<file path="src/sv/dfmd_pkg.sv">
// ----------------------------------------------------------------------------
// dfmd_pkg
// Shared constants, register map and stage types of the depth frame motion
// detector.
// ----------------------------------------------------------------------------
package dfmd_pkg;

  localparam int FRAME_PIXELS = 307200;
  localparam int ADDR_W       = $clog2(FRAME_PIXELS);
  localparam int IDX_W        = $clog2(FRAME_PIXELS + 1);
  localparam int CNT_W        = IDX_W;
  localparam int OUT_CNT_W    = 19;
  localparam int DEPTH_W      = 16;
  localparam int RATE_W       = 16;
  localparam int HOLD_W       = 32;
  localparam int PROD_W       = RATE_W + CNT_W;
  localparam int PADDR_W      = 4;
  localparam int PDATA_W      = 32;

  localparam logic [1:0] REG_DEPTH_THR = 2'd0;
  localparam logic [1:0] REG_RATE_THR  = 2'd1;
  localparam logic [1:0] REG_HOLD      = 2'd2;

  localparam logic [DEPTH_W-1:0] DEPTH_THR_RESET = 16'd200;
  localparam logic [RATE_W-1:0]  RATE_THR_RESET  = 16'd655;
  localparam logic [HOLD_W-1:0]  HOLD_RESET      = 32'd5000;

  typedef struct packed {
    logic [DEPTH_W-1:0] depth_threshold;
    logic [RATE_W-1:0]  rate_threshold;
    logic [HOLD_W-1:0]  hold_ticks;
  } cfg_t;

  typedef struct packed {
    logic               valid;
    logic               tick;
    logic               eof;
    logic               is_ref;
    logic               cmp_en;
    logic [DEPTH_W-1:0] depth;
  } pix_stage_t;

  typedef struct packed {
    logic             valid;
    logic             tick;
    logic             eof;
    logic             is_ref;
    logic [CNT_W-1:0] vcnt;
    logic [CNT_W-1:0] mcnt;
  } frame_stage_t;

endpackage

</file>
<file path="src/sv/dfmd_regs.sv">
// ----------------------------------------------------------------------------
// dfmd_regs
// APB register file holding the depth, rate and hold thresholds.
// ----------------------------------------------------------------------------
module dfmd_regs import dfmd_pkg::*; (
  input  logic               clk,
  input  logic               rst,
  input  logic               psel,
  input  logic               penable,
  input  logic               pwrite,
  input  logic [PADDR_W-1:0] paddr,
  input  logic [PDATA_W-1:0] pwdata,
  output logic [PDATA_W-1:0] prdata,
  output logic               pready,
  output cfg_t               cfg
);

  logic       wr_en;
  logic [1:0] reg_sel;

  assign pready  = 1'b1;
  assign wr_en   = psel && penable && pwrite;
  assign reg_sel = paddr[3:2];

  always_ff @(posedge clk) begin
    if (rst) begin
      cfg.depth_threshold <= DEPTH_THR_RESET;
      cfg.rate_threshold  <= RATE_THR_RESET;
      cfg.hold_ticks      <= HOLD_RESET;
    end else if (wr_en) begin
      unique case (reg_sel)
        REG_DEPTH_THR: cfg.depth_threshold <= pwdata[DEPTH_W-1:0];
        REG_RATE_THR:  cfg.rate_threshold  <= pwdata[RATE_W-1:0];
        REG_HOLD:      cfg.hold_ticks      <= pwdata[HOLD_W-1:0];
        default: ;
      endcase
    end
  end

  always_comb begin
    unique case (reg_sel)
      REG_DEPTH_THR: prdata = PDATA_W'(cfg.depth_threshold);
      REG_RATE_THR:  prdata = PDATA_W'(cfg.rate_threshold);
      REG_HOLD:      prdata = PDATA_W'(cfg.hold_ticks);
      default:       prdata = '0;
    endcase
  end

endmodule

</file>
<file path="config.mk">
export PLATFORM = sky130hd
export DESIGN_NAME = dfmd_regs
export DESIGN_NICKNAME = d
export VERILOG_FILES = /design/src/sv/dfmd_pkg.sv /design/src/sv/dfmd_regs.sv
export SDC_FILE = /design/constraint.sdc
export NUM_CORES = 1
export LEC_CHECK = 0
export BUFFER_PORTS_ARGS = -buffer_cell sky130_fd_sc_hd__buf_4
export CORE_MARGIN = 2
export CORE_UTILIZATION = 40
export CTS_CLUSTER_DIAMETER = 100
export CTS_CLUSTER_SIZE = 20
export DETAILED_ROUTE_END_ITERATION = 6
export PLACE_DENSITY = 0.72
export SYNTH_ARGS = -nofsm -noshare
export SYNTH_HDL_FRONTEND = slang
export SYNTH_SLANG_ARGS = --single-unit
</file>
<file path="constraint.sdc">
create_clock -name clk -period 1 [get_ports clk]
set_input_delay 0.05 -clock clk [delete_from_list [all_inputs] [get_ports clk]]
set_output_delay 0.05 -clock clk [all_outputs]
set_load 0.02 [all_outputs]
</file>
### Word level (Yosys, flattened, before mapping)

Index checks and enable logic that the tools add are counted.

| cells by class | value |
|---|---|
| equality and inequality tests | 2 |
| muxes and demuxes | 1 |
| reduce and logical (&&, ||, !) cells | 6 |

Operator list:

| cell | count |
|---|---|
| one-hot mux 32 bit (3 select lines) | 1 |
| AND reduction 2 bit | 3 |
| equality test 2 x 1 -> 1 bit (second input constant) | 1 |
| equality test 2 bit (second input constant) | 1 |
| logical AND 1 bit | 2 |
| logical NOT 2 bit | 1 |

| storage, ports and cells | value |
|---|---|
| register bits | 64 |
| input bits | 41 |
| output and inout port bits | 97 |
| word-level logic and storage cells | 12 |

### Longest topological paths before layout

| logic depth | value |
|---|---|
| word-level depth | 3 |
| depth in mapped cells | 5 |

### Least setup slack after synthesis

OpenSTA, ideal clock, no wires.

| path | value |
|---|---|
| path kind | in2out |
| from | input paddr[3] |
| to | output prdata[0] |
| arrival | 1.047 ns |
| data required time | 0.950 ns |
| slack | -0.097 ns |
| cell stages on the path | 4 |
| cell sequence | buf_4 > clkbuf_4 > mux2i_1 > o21ai_0 |

| between the ends | value |
|---|---|
| word-level cells in the longest chain between the ends | 2 |
| elaborated cells between the ends (all ways) | 4 |
| classes of those cells | eq/ne: 2; mux: 1; reduce/logical: 1 |

Ends and longest elaborated chain:

| item | RTL line | source |
|---|---|---|
| start: declaration | dfmd_regs.sv:11 | `input logic [PADDR_W-1:0] paddr,` |
| equality test 2 bit, or another cell as far along | dfmd_regs.sv:41 | `unique case (reg_sel)` |
| one-hot mux 32 bit (3 select lines) (*) | dfmd_regs.sv:41 |  |
| end: declaration | dfmd_regs.sv:13 | `output logic [PDATA_W-1:0] prdata,` |

Every way passes the cells marked *; elsewhere a longest branch is shown, timed or not.

### Worst setup path in the final report

| path | value |
|---|---|
| from | register cfg[4] (netlist bit) |
| to | output prdata[4] |

| between the ends | value |
|---|---|
| word-level cells in the longest chain between the ends | 1 |

Ends and longest elaborated chain:

| item | RTL line | source |
|---|---|---|
| start: declaration | dfmd_regs.sv:15 | `output cfg_t cfg` |
| one-hot mux 32 bit (3 select lines) | dfmd_regs.sv:41 |  |

Every way passes these cells.

==> impl_results.md <==
- Die height: 92.8 µm
- Register area share after synthesis: 40.7%
- Status: complete, but fails checks
- Worst-path clk slew: 70 ps
- Synth area leaders: dfxtp_1, mux2i_1, nand2b_1
- Post-route setup slack: -124 ps
- RSZ-0062 raised after global routing: yes
- Antenna violation net count after detailed routing: 0
- Largest registers: cfg: 64 flops
- P_leak: 2.46 nW
- Num rows: 32
- Pin count of the biggest net entering global routing: 104
- Antenna Cells: 0
- Worst Tran Pin Value: 765 ps
- Kind of critical path: reg2out
- Initial Util: 41.0%
- Hpwl dp: 6.16 mm
- Max_slew headroom: 49.0%
- Vias in the first global route: 3038
- Ports: 138
- Fillers: 619
- Netlist cell types: 22
- Area leader, netlist: dfxtp_1
- Total Routing Usage GR: 21.2%
- Finished Core Util: 68.5%
- CTS tree: done
- Mapped cell area: 3150 µm²
- Initial DRT Pass Iterations: 6
- First-pass GRT wire length: 14.5 mm
- Clock Root Buffer: clkbuf_8
- Crit path max fanout: 2
- Maximum vdd drop: 0.000655 V
- Final setup vio count: 16
- YS warnings: 0
- Residual DRC count: 0
- 1st-iter DRT viols: 119
- Pwr/cell area: 1010 nW/µm²
- CP Capture Type: output port
- WP data arrival: 1070 ps
- Most flop-heavy register: cfg
- WP data required: 950 ps
- H-tree levels: 3
- Routed len/inst: 14.6 µm
- Syn_nets: 370
- GRT overflow: 0
- Clock sink total: 64
- Die Wd: 92.8 µm
- Largest register FFs: 64
- Area of the die: 8600 µm²
- Top-area cell type share of the netlist area: 40.7%
- Hold Path Class: in2reg
- F_max: 890 MHz
- Core Footprint: 7690 µm²
- Avg Vias per Cell: 4.75
- Syn Area/Cell: 9.58 µm²
- Via count: 3044
- CP Launch Type: register
- CTS Buf Count: 9
- Worst clock skew: 0 ps
- Post-Route WL: 9.39 mm
- Failing checks: setup timing
- Cells after synthesis: 329
- Final #Nets: 575
- RD Place Congestion: 0.760
- Yosys reg bits: 64
- Final Max Slew Viols: 0
- Initial antenna violation count: 0
- Maxcap violations: 0
- CTS Buffer Depth: 2
- Final Critical Period: 1120 ps
- Worst-skew pair later-pin latency: 330 ps
- Share of cells above drive strength 1: 51.8%
- Fin crit share: 112%
- Area grow syn2layout: 67.0%
- DP Worst Slack: -190 ps
- Final hold violations: 0
- Hold Slack: 9.39 ps
- Number of port buffers: 134
[stage by stage]
stage	power, mW	cell area (µm²)	setup TNS (ps)	instances
2_1_floorplan	3.04	3150	0	329
3_3_place_gp	3.35	4360	-3400	567
3_5_place_dp	3.37	4360	-5630	567
4_1_cts	5.35	5080	-1240	636
5_1_grt	5.56	5260	-2190	641
6_report	5.34	5260	-1150	641
[cell usage after synthesis, drive strengths merged]
| cell | instances |
|---|---|
| nand3 | 1 |
| nor3 | 1 |
| nand2b | 80 |
| buf | 13 |
| nor2 | 23 |
| or3 | 1 |
| conb | 1 |
| mux2i | 80 |
| and2 | 16 |
| nor3b | 2 |
| clkbuf | 11 |
| nand4 | 2 |
| nor2b | 1 |
| and2b | 1 |
| nand2 | 16 |
| dfxtp | 64 |
| o21ai | 16 |
[placed cells by master, fill, tap and decap left out]
master         count
mux2i_1           80
nor2b_2            1
dfxtp_2           51
nand4_1            1
nor2_1            23
o21ai_1           16
conb_1             1
buf_4            155
nand2b_1          80
nand2_1           16
nor3_4             1
nor3b_2            1
and2_1             4
clkbuf_1           2
clkinv_2           4
dlygate4sd3_1     23
nor3b_4            1
and2b_4            1
and2_4            12
buf_6             38
buf_12             2
nand3_2            1
or3_1              1
clkbuf_8          10
nand4_2            1
dfxtp_1           13
[final timing paths]
check	slack [ps]	to	depth (start not counted)	start
worst max-delay path	-120	prdata[4]	3	cfg[4]
worst min register to register	480	cfg[30]	2	cfg[30]
worst max register to register	210	cfg[51]	3	cfg[51]
worst min-delay path	9	cfg[32]	3	pwdata[0]
[where the power goes]
part           internal, mW  switching, mW
Combinational         0.446          0.379
Clock                 0.952          0.951
Sequential             2.59         0.0243
Total                  3.98           1.35
[timing repair]
item                                    4_1_cts  5_1_grt
setup buffers                                30        6
gates resized for setup                      57       46
endpoints found under the setup margin       30       52
hold buffers                                 23        0
pin swaps                                     2        4
hold endpoints to repair                     26        0
[metal layers]
metal | track usage, % | share of wire [%] | up-vias
met2 | 39.1 | 53 | 86
li1 | - | - | 1492
met3 | 2.77 | 3.5 | 15
met1 | 24.5 | 41 | 1451
met4 | 8.95 | 2.0 | 0
met5 | 0 | 0 | -
[critical path: stages, from the launching register on]
cell and delay [ps]:
dfxtp_2 320, mux2i_1 170, o21ai_1 100, buf_4 160
[layout make-up]
class / instances / area, µm² / share of cell area (%)
clock buffers: 12 / 145 / 2.76
repair buffers: 218 / 1860 / 35.4
clock inverters: 4 / 20.0 / 0.380
flip-flops and latches: 64 / 1350 / 25.6
well taps: 102 / 128 / 2.43
multi-input cells: 241 / 1760 / 33.5
[cells by family after synthesis]
family                 count (synthesis)  share of synthesized area (%)
AO/OA/AOI/OAI                         16                           2.54
buffers and inverters                 24                           4.65
flip-flops                            64                           40.7
multiplexers                          80                           25.4
other                                  1                          0.119
AND/OR/NAND/NOR                      144                           26.6
(Power assumes the default switching activity.)
