==> src/sv/dfmd_pkg.sv <==
// ----------------------------------------------------------------------------
// dfmd_pkg
// Shared constants, register map and stage types of the depth frame motion
// detector.
// ----------------------------------------------------------------------------
package dfmd_pkg;

  localparam int FRAME_PIXELS = 307200;
  localparam int ADDR_W       = $clog2(FRAME_PIXELS);
  localparam int IDX_W        = $clog2(FRAME_PIXELS + 1);
  localparam int CNT_W        = IDX_W;
  localparam int OUT_CNT_W    = 19;
  localparam int DEPTH_W      = 16;
  localparam int RATE_W       = 16;
  localparam int HOLD_W       = 32;
  localparam int PROD_W       = RATE_W + CNT_W;
  localparam int PADDR_W      = 4;
  localparam int PDATA_W      = 32;

  localparam logic [1:0] REG_DEPTH_THR = 2'd0;
  localparam logic [1:0] REG_RATE_THR  = 2'd1;
  localparam logic [1:0] REG_HOLD      = 2'd2;

  localparam logic [DEPTH_W-1:0] DEPTH_THR_RESET = 16'd200;
  localparam logic [RATE_W-1:0]  RATE_THR_RESET  = 16'd655;
  localparam logic [HOLD_W-1:0]  HOLD_RESET      = 32'd5000;

  typedef struct packed {
    logic [DEPTH_W-1:0] depth_threshold;
    logic [RATE_W-1:0]  rate_threshold;
    logic [HOLD_W-1:0]  hold_ticks;
  } cfg_t;

  typedef struct packed {
    logic               valid;
    logic               tick;
    logic               eof;
    logic               is_ref;
    logic               cmp_en;
    logic [DEPTH_W-1:0] depth;
  } pix_stage_t;

  typedef struct packed {
    logic             valid;
    logic             tick;
    logic             eof;
    logic             is_ref;
    logic [CNT_W-1:0] vcnt;
    logic [CNT_W-1:0] mcnt;
  } frame_stage_t;

endpackage

==> src/sv/dfmd_stats.sv <==
// ----------------------------------------------------------------------------
// dfmd_stats
// Compares each depth pixel with its reference pixel and accumulates the valid
// and moved pixel counts of the current frame.
// ----------------------------------------------------------------------------
module dfmd_stats import dfmd_pkg::*; (
  input  logic               clk,
  input  logic               rst,
  input  logic               adv,
  input  pix_stage_t         s1,
  input  logic [DEPTH_W-1:0] ref_depth,
  input  logic [DEPTH_W-1:0] depth_threshold,
  output frame_stage_t       s3
);

  typedef struct packed {
    logic valid;
    logic tick;
    logic eof;
    logic is_ref;
    logic inc_v;
    logic inc_m;
  } flag_stage_t;

  flag_stage_t        s2;
  flag_stage_t        s2_next;
  logic [DEPTH_W-1:0] diff;
  logic               pix_ok;
  logic [CNT_W-1:0]   acc_v;
  logic [CNT_W-1:0]   acc_m;
  logic [CNT_W-1:0]   acc_v_next;
  logic [CNT_W-1:0]   acc_m_next;
  logic               s2_pix;

  always_comb begin
    pix_ok = s1.valid && !s1.tick && s1.cmp_en && (s1.depth != '0) && (ref_depth != '0);
    diff   = (s1.depth >= ref_depth) ? s1.depth - ref_depth : ref_depth - s1.depth;
    s2_next.valid  = s1.valid;
    s2_next.tick   = s1.tick;
    s2_next.eof    = s1.eof;
    s2_next.is_ref = s1.is_ref;
    s2_next.inc_v  = pix_ok;
    s2_next.inc_m  = pix_ok && (diff > depth_threshold);
  end

  assign s2_pix     = s2.valid && !s2.tick;
  assign acc_v_next = acc_v + CNT_W'(s2.inc_v);
  assign acc_m_next = acc_m + CNT_W'(s2.inc_m);

  always_ff @(posedge clk) begin
    if (rst) begin
      s2.valid <= 1'b0;
      s3.valid <= 1'b0;
      acc_v    <= '0;
      acc_m    <= '0;
    end else if (adv) begin
      s2       <= s2_next;
      s3.valid  <= s2.valid;
      s3.tick   <= s2.tick;
      s3.eof    <= s2.eof;
      s3.is_ref <= s2.is_ref;
      s3.vcnt   <= acc_v_next;
      s3.mcnt   <= acc_m_next;
      if (s2_pix) begin
        if (s2.eof) begin
          acc_v <= '0;
          acc_m <= '0;
        end else begin
          acc_v <= acc_v_next;
          acc_m <= acc_m_next;
        end
      end
    end
  end

endmodule

==> config.mk <==
export PLATFORM = sky130hd
export DESIGN_NAME = dfmd_stats
export DESIGN_NICKNAME = d
export VERILOG_FILES = /design/src/sv/dfmd_pkg.sv /design/src/sv/dfmd_stats.sv
export SDC_FILE = /design/constraint.sdc
export NUM_CORES = 1
export LEC_CHECK = 0
export ABC_AREA = 1
export BUFFER_PORTS_ARGS = -buffer_cell sky130_fd_sc_hd__buf_4
export CORE_MARGIN = 5
export CORE_UTILIZATION = 55
export DETAILED_ROUTE_END_ITERATION = 7
export PLACE_DENSITY = 0.78
export SLEW_MARGIN = 20
export SYNTH_ARGS = -nofsm -noshare
export SYNTH_HDL_FRONTEND = slang
export SYNTH_SLANG_ARGS = --single-unit
==> constraint.sdc <==
create_clock -name clk -period 6.35 [get_ports clk]
set_input_delay 0.9525 -clock clk [delete_from_list [all_inputs] [get_ports clk]]
set_output_delay 0.9525 -clock clk [all_outputs]
set_load 0.02 [all_outputs]
### After elaboration in Yosys (flattened, before gate mapping)

Index checks and enable logic that the tools add are counted.

| cells by class | value |
|---|---|
| add/sub/neg operators | 4 |
| order comparisons | 2 |
| multiplexer cells | 3 |
| bitwise logic cells | 1 |
| reduce and logical (&&, ||, !) cells | 12 |

Operators by type and width:

| operator | count |
|---|---|
| 19-bit by 1-bit adder with 19-bit output | 2 |
| 19-bit 2-to-1 mux | 2 |
| 16-bit nonzero test | 2 |
| 16-bit subtractor | 2 |
| 16-bit greater-or-equal comparator | 1 |
| 16-bit > comparator | 1 |
| 16-bit 2-to-1 mux | 1 |
| 1-bit logical AND | 6 |
| 2-bit AND reduction | 2 |
| 1-bit zero test | 2 |
| 1-bit NOT | 1 |

| word-level totals | value |
|---|---|
| register bits after elaboration | 86 |
| logic and storage cells | 36 |

### Longest topological paths before layout

Gate-level depths: netlist (run 1).

| depth | value |
|---|---|
| depth in word-level cells | 6 |
| mapped depth | 23 |
| mapped depth without buffers | 21 |

### Worst setup path after synthesis (run 1)

Ideal clock, no wire load.

| timing | value |
|---|---|
| kind | input -> register |
| start | in rst |
| end | reg s2[0] (netlist bit), enable pin |
| library setup time | 0.450 ns |
| arrival | 3.232 ns |
| required time | 5.900 ns |
| setup slack | 2.668 ns |
| stages on the path | 3 |
| path buffers | 2 |
| cells stage by stage | clkbuf_1 clkbuf_1 nor2_1 |

| between the ends | value |
|---|---|
| longest elaborated chain between the ends | 2 |

RTL lines:

| what | RTL line | RTL |
|---|---|---|
| start: declaration | dfmd_stats.sv:8 | `input logic rst,` |
| 1-bit NOT (no source line) | -- |  |
| 2-bit AND reduction (no source line) | -- |  |
| end signal: assignment | dfmd_stats.sv:57 | `s2 <= s2_next;` |
| end: declaration | dfmd_stats.sv:25 | `flag_stage_t s2;` |

No other way between the ends.
A chain may end at the register's enable or synchronous reset.

==> results of run 1 <==
[worst reg2reg max path, delay by kind of cell (launching register included)]
| family | cells | cell delay (ns) |
|---|---|---|
| buffers and inverters | 2 | 0.30 |
| AO/OA/AOI/OAI | 1 | 0.17 |
| flip-flops | 1 | 0.39 |
| AND/OR/NAND/NOR | 3 | 1.03 |
[kinds of logic after synthesis]
group	after synthesis	synth area share [%]
simple gates	474	32.6
buf+inv	163	10.2
flops	86	34.3
compound gates	85	7.28
xor+xnor	35	4.94
fa+ha+maj	53	10.7
[stage by stage]
step                      hold slack [ns]  total power [W]
after global placement              0.404         0.000926
after global routing                0.422          0.00154
after floorplan                     0.400         0.000844
final                               0.422          0.00147
after detailed placement            0.405         0.000933
after CTS                           0.420          0.00147
[sequential cells by signal, summed over array words and instances (netlist names)]
signal and cells:
s3 42, acc_m 19, acc_v 19, s2 6
[power by group]
group / internal [W] / switching [W]
clock: 0.000342 / 0.000202
sequential: 0.000593 / 0.00000292
combinational: 0.000129 / 0.000198
[cells in the final DEF, fill, tap and decap left out]
cell,synthesis,final
nand4_1,17,17
nor2_1,53,51
clkbuf_1,9,2
nand2_4,2,2
dfxtp_1,40,40
a21o_1,3,3
xnor2_2,1,1
and2_1,12,12
inv_1,137,137
buf_4,2,99
o21ai_0,4,4
a21oi_1,66,66
xnor2_1,13,13
ha_1,51,51
nor4_1,1,1
bufinv_16,0,2
o21a_1,1,1
and2_4,1,1
nor2_4,2,4
nor3_4,2,2
inv_2,3,3
a21oi_4,2,2
clkinv_2,0,3
edfxtp_1,46,46
fa_1,2,2
nand3_1,62,62
o21ai_1,7,7
nor2_2,4,4
nand2_2,6,6
nand3b_1,3,3
nor3_1,5,5
o21bai_1,2,2
clkbuf_16,0,9
xor2_1,21,21
and3b_1,1,1
nand2_1,298,298
nand3_2,5,5
[layer usage]
| metal | GRT usage, % | part of all wire, % |
|---|---|---|
| met1 | 24.8 | 43 |
| met2 | 36.3 | 51 |
| met5 | 0 | 0 |
| met4 | 6.24 | 1.6 |
| met3 | 2.59 | 4.8 |
[layout make-up]
class,instances,area (um^2),share of cell area [%]
flip-flops and latches,86,2180,29.2
well taps,143,179,2.39
repair buffers,99,743,9.94
clock buffers,11,233,3.11
clock inverters,5,75.1,1.00
inverters,140,526,7.03
multi-input cells,647,3540,47.3
[worst paths after layout]
path,from,end,depth (start not counted)
worst max-delay path,s1[0],s2[0]$_DFFE_PP_,19
worst max register to register,s2[4]$_DFFE_PP_,acc_v[13]$_SDFFE_PP0P_,6
worst min-delay path,s2[2]$_DFFE_PP_,s3[38]$_DFFE_PP_,0
worst min register to register,s2[2]$_DFFE_PP_,s3[38]$_DFFE_PP_,0
==> impl_metrics.py, run 1 <==
metrics = {
    "status": {
        "status": "completed",
    },
    "layout": {
        "areaGrowthSynthToFinish_pct": 17.7,
        "fin_util_pct": 65.8,
        "fin_cells": 1131,
        "diodes": 0,
        "drive_gt1_share_pct": 14.5,
        "finalNetCount": 1092,
        "design_area_um2": 7480,
        "fillers": 1012,
    },
    "clocking": {
        "cts_root_buffer": "clkbuf_16",
        "clkSlewWorstSetupHoldPaths_ns": 0.06,
        "postCtsSetupBuffers": 0,
        "hold_buffers": 0,
        "cts_buffer_depth": 2,
        "worstSkewPairLatency_ns": 0.34,
        "cts_resized": 0,
        "clock-sinks": 86,
        "numCtsBuffers": 9,
        "cts.htree.levels": 3,
        "cts_tree": "built",
    },
    "drt": {
        "drc": 0,
        "via_per_inst": 5.08,
        "wire_per_inst_um": 12.6,
        "wirelength_um": 14200,
        "num_vias": 5740,
        "first_pass_iters": 5,
        "antenna_left": 0,
        "drt-initial-drc-count": 379,
    },
    "worst_setup_path": {
        "worst-r2r-setup-slack_ns": 4.39,
        "crit_family": "simple AND/OR/NAND/NOR gates",
        "slowest_delay_ns": 0.41,
        "cp-end-kind": "flop",
        "cp_common_cell": "inv_1",
        "cp_slowest_cell": "fa_1",
        "cp_data_required_time_ns": 6.45,
        "crit_buf_inv": 5,
        "critPathLaunchType": "input port",
        "worstPathArrival_ns": 3.59,
        "crit_type": "in2reg",
        "cp_cell_sequence": "buf_4, inv_1, ha_1, inv_1, fa_1, nand3_1, nand3_1, nand2_1, nand3_2, a21oi_4, nand3_1, nand2_1, inv_1, ha_1, nand4_1, nor3_1, a21oi_1, nand2_1, inv_1",
        "critical_path.max_fanout": 8,
    },
    "floorplanning": {
        "io_pins": 98,
        "dieArea_um2": 13800,
        "die_y_um": 117,
        "fp-row-count": 39,
        "coreArea_um2": 11400,
        "start_util_pct": 55.9,
        "fp.dieW_um": 117,
    },
    "min_path": {
        "hold_path.class": "reg2reg",
    },
    "place": {
        "placedCellCount": 1115,
        "postPlaceCellArea_um2": 7170,
        "hpwl_um": 11200,
        "post-place-ws_ns": 2.52,
        "routabilityCongestion": 0.935,
        "numPortBuffers": 97,
    },
    "sta": {
        "rsz0062_at_grt": "no",
        "finalSetupViolCount": 0,
        "finalCritPeriodShare_pct": 55.1,
        "slew_headroom_pct": 40.1,
        "fin_tns_setup_ns": 0,
        "tightest_slew_ns": 0.896,
        "finalMaxSlewViolations": 0,
        "fmax_mhz": 286,
        "finalHoldViolCount": 0,
        "min_period_ns": 3.50,
        "fin_worst_skew_ns": 0.00643,
        "fin_ws_ns": 2.85,
    },
    "global_route": {
        "grt_pass1_wl_um": 23800,
        "overflow": 0,
        "grt_pass1_vias": 5328,
        "grt_max_degree": 42,
        "track_usage_pct": 20.1,
        "antenna_found_initial": 0,
    },
    "synthesis": {
        "async_reset_ff_share_pct": 0,
        "ys_seq_elements": 86,
        "synth_common_cells": "nand2_1 (298), inv_1 (137), a21oi_1 (66)",
        "synth-main-ff-cell": "edfxtp_1",
        "syn_area_um2": 6350,
        "yosysSeqAreaShare_pct": 34.3,
        "syn-num-nets": 1005,
        "synth_edf_count": 46,
        "syn-instance-count": 896,
        "syn_avg_cell_area_um2": 7.09,
        "synth_cell_types": 37,
        "synthTopCellsByArea": "edfxtp_1 (22%), nand2_1 (18%), dfxtp_1 (13%)",
        "synth_top_cell_area_share_pct": 21.7,
        "synth.most_common_cell": "nand2_1",
        "yosysWarnings": 0,
        "synth_top_area_cell": "edfxtp_1",
    },
    "flow_run": {
        "cap_violations": 0,
    },
    "power_and_ir_drop": {
        "power_density_nw_per_um2": 196,
        "p_leak_nw": 3.67,
        "vdd_drop_max_mv": 0.251,
    },
}
(Power assumes the default switching activity.)
==> run 2: changes to the inputs <==
clock period = 3.4 ns   (was 6.35 ns; I/O delays follow)
==> run 2 against run 1 <==
Compared with the run above: final area decreased by 0.22%; critical path depth unchanged; largest power group unchanged; sequential share of layout area increased by 0.064 points; cell count increased by 0.35%; highest routed layer unchanged; flip-flop and latch count unchanged.
==> impl_metrics.py, run 2 (same netlist as run 1, synthesis figures left out) <==
metrics = {
    "clocking": {
        "cts_buffer_depth": 2,
        "cts_root_buffer": "clkbuf_16",
        "cts_resized": 0,
        "worstSkewPairLatency_ns": 0.34,
        "cts_tree": "built",
        "postCtsSetupBuffers": 0,
        "clkSlewWorstSetupHoldPaths_ns": 0.06,
        "numCtsBuffers": 9,
        "hold_buffers": 0,
        "cts.htree.levels": 3,
        "clock-sinks": 86,
    },
    "drt": {
        "dr_wl_met3_um": 784,
        "antenna_left": 0,
        "first_pass_iters": 5,
        "drt-initial-drc-count": 413,
        "wire_per_inst_um": 12.5,
        "wirelength_um": 14200,
        "wl_met1_um": 5970,
        "via_per_inst": 5.04,
        "num_vias": 5723,
        "top_layer": "met4",
        "drc": 0,
        "dr_wl_met2_um": 7130,
    },
    "sta": {
        "finalHoldViolCount": 0,
        "min_period_ns": 3.01,
        "fin_hold_ws_ns": 0.348,
        "fin_tns_setup_ns": 0,
        "finalCritPeriodShare_pct": 88.6,
        "finalMaxSlewViolations": 0,
        "fmax_mhz": 332,
        "finalSetupViolCount": 0,
        "tightest_slew_ns": 0.880,
        "slew_headroom_pct": 41.2,
        "fin_worst_skew_ns": 0.00701,
        "rsz0062_at_grt": "no",
    },
    "layout": {
        "fillers": 1037,
        "reg_top3": "s3: 42 flops, acc_m: 19 flops, acc_v: 19 flops",
        "finalNetCount": 1096,
        "areaGrowthSynthToFinish_pct": 17.4,
        "mostFrequentLayoutCell": "nand2_1",
        "diodes": 0,
        "max_flop_register": "s3",
        "drive_gt1_share_pct": 14.8,
        "final_cell_mix": "nand2_1 (298), inv_1 (137), buf_4 (103), a21oi_1 (66), nand3_1 (62)",
        "largest_reg_flops": 42,
    },
    "worst_setup_path": {
        "cp_data_required_time_ns": 3.49,
        "cp_cell_sequence": "buf_4, inv_1, ha_1, inv_1, fa_1, nand3_1, nand3_1, nand2_1, nand3_2, nand2_2, nand2_4, nand2_1, o21ai_1, ha_1, nand2_1, nor4_1, a21oi_1, nand2_1, inv_1",
        "worst-r2r-setup-slack_ns": 1.49,
        "cp_common_cell": "nand2_1",
        "rr_startpoint": "acc_v[0]$_SDFFE_PP0P_",
        "cp_slowest_cell": "fa_1",
        "critPathLaunchType": "input port",
        "slowest_delay_ns": 0.38,
        "critical_path.max_fanout": 22,
        "worstPathArrival_ns": 3.11,
        "r2r_end": "acc_v[12]$_SDFFE_PP0P_",
        "cp-end-kind": "flop",
        "crit_type": "in2reg",
        "worstRegToRegCells": 8,
    },
    "power_and_ir_drop": {
        "p_comb_share_pct": 23.7,
        "vdd_drop_max_mv": 0.440,
        "switchingPower_w": 0.000751,
        "swShare_pct": 29.0,
        "power_density_nw_per_um2": 348,
        "p_leak_nw": 3.67,
        "p_int_w": 0.00184,
        "p_clk_share_pct": 33.4,
        "p_seq_share_pct": 42.9,
    },
    "floorplanning": {
        "start_util_pct": 55.9,
        "fp-row-count": 39,
        "dieArea_um2": 13800,
        "io_pins": 98,
        "coreArea_um2": 11400,
        "die_y_um": 117,
        "fp.dieW_um": 117,
    },
    "min_path": {
        "worst_hold_path.endpoint": "s2[2]$_DFFE_PP_",
        "hold_path.class": "in2reg",
        "hp-start": "s1[17]",
        "holdPathStages": 1,
    },
    "flow_run": {
        "cap_violations": 0,
    },
    "place": {
        "routabilityCongestion": 0.899,
        "hpwl_um": 11200,
        "numPortBuffers": 97,
    },
    "global_route": {
        "overflow": 0,
        "antenna_found_initial": 0,
        "grt_pass1_wl_um": 23900,
        "track_usage_pct": 20.2,
        "grt_max_degree": 42,
        "grt_pass1_vias": 5561,
    },
    "status": {
        "status": "completed",
    },
}
run 2: cell types whose count changed in the layout (fill, tap and decap cells not counted), sizes merged:
| cell | previous run | this run |
|---|---|---|
| buf | 99 | 103 |
| clkinv | 3 | 5 |
| bufinv | 2 | 0 |
run 2: how the worst max path moves through the flow:
stage	startpoint	to	depth (start not counted)
after floorplan	rst	s2[0]$_DFFE_PP_	3
final	s1[0]	s2[0]$_DFFE_PP_	19
after global routing	s1[0]	s2[0]$_DFFE_PP_	19
after CTS	s1[0]	s2[0]$_DFFE_PP_	19
after global placement	s1[0]	s2[0]$_DFFE_PP_	19
after detailed placement	s1[0]	s2[0]$_DFFE_PP_	19
run 2: area by class of cell:
cell class	count	area, um^2	share of cell area [%]
Clock buffer	11	233	3.12
Clock inverter	5	28.8	0.386
Timing Repair Buffer	103	773	10.4
Multi-Input combinational cell	647	3540	47.5
Inverter	140	526	7.04
Tap cell	143	179	2.40
Sequential cell	86	2180	29.2
run 2: power groups by stage:
| stage | sequential, W | clock (W) | combinational, W |
|---|---|---|---|
| after floorplan | 0.00115 | 0 | 0.000429 |
| after global placement | 0.00113 | 0 | 0.000602 |
| after detailed placement | 0.00114 | 0 | 0.000612 |
| after CTS | 0.00111 | 0.000875 | 0.000613 |
| after global routing | 0.00111 | 0.000922 | 0.000699 |
| final | 0.00111 | 0.000866 | 0.000615 |
run 2: routing by layer:
metal  track usage [%]  up-vias
met5                 0        -
met4              6.74        0
met3              3.84       31
met2              36.6      151
met1              23.9     2529
li1                  -     3012
run 2: critical path, delay by kind of cell:
family                     cells  cell delay, ns
and+or+nand+nor               10            1.29
adders and majority gates      3            0.85
buffers and inverters          4            0.27
AOI/OAI and AO/OA              2            0.18
run 2: per-stage QoR:
stage	worst slack [ns]	power, W	cell area (um^2)	cells	util [%]
after floorplan	0.161	0.00158	6350	896	-
final	0.386	0.00259	7460	1135	65.6
after global placement	0.112	0.00174	7200	1119	63.3
after global routing	0.126	0.00273	7460	1135	65.6
after CTS	0.402	0.00260	7460	1135	65.6
after detailed placement	0.0483	0.00175	7200	1119	63.3
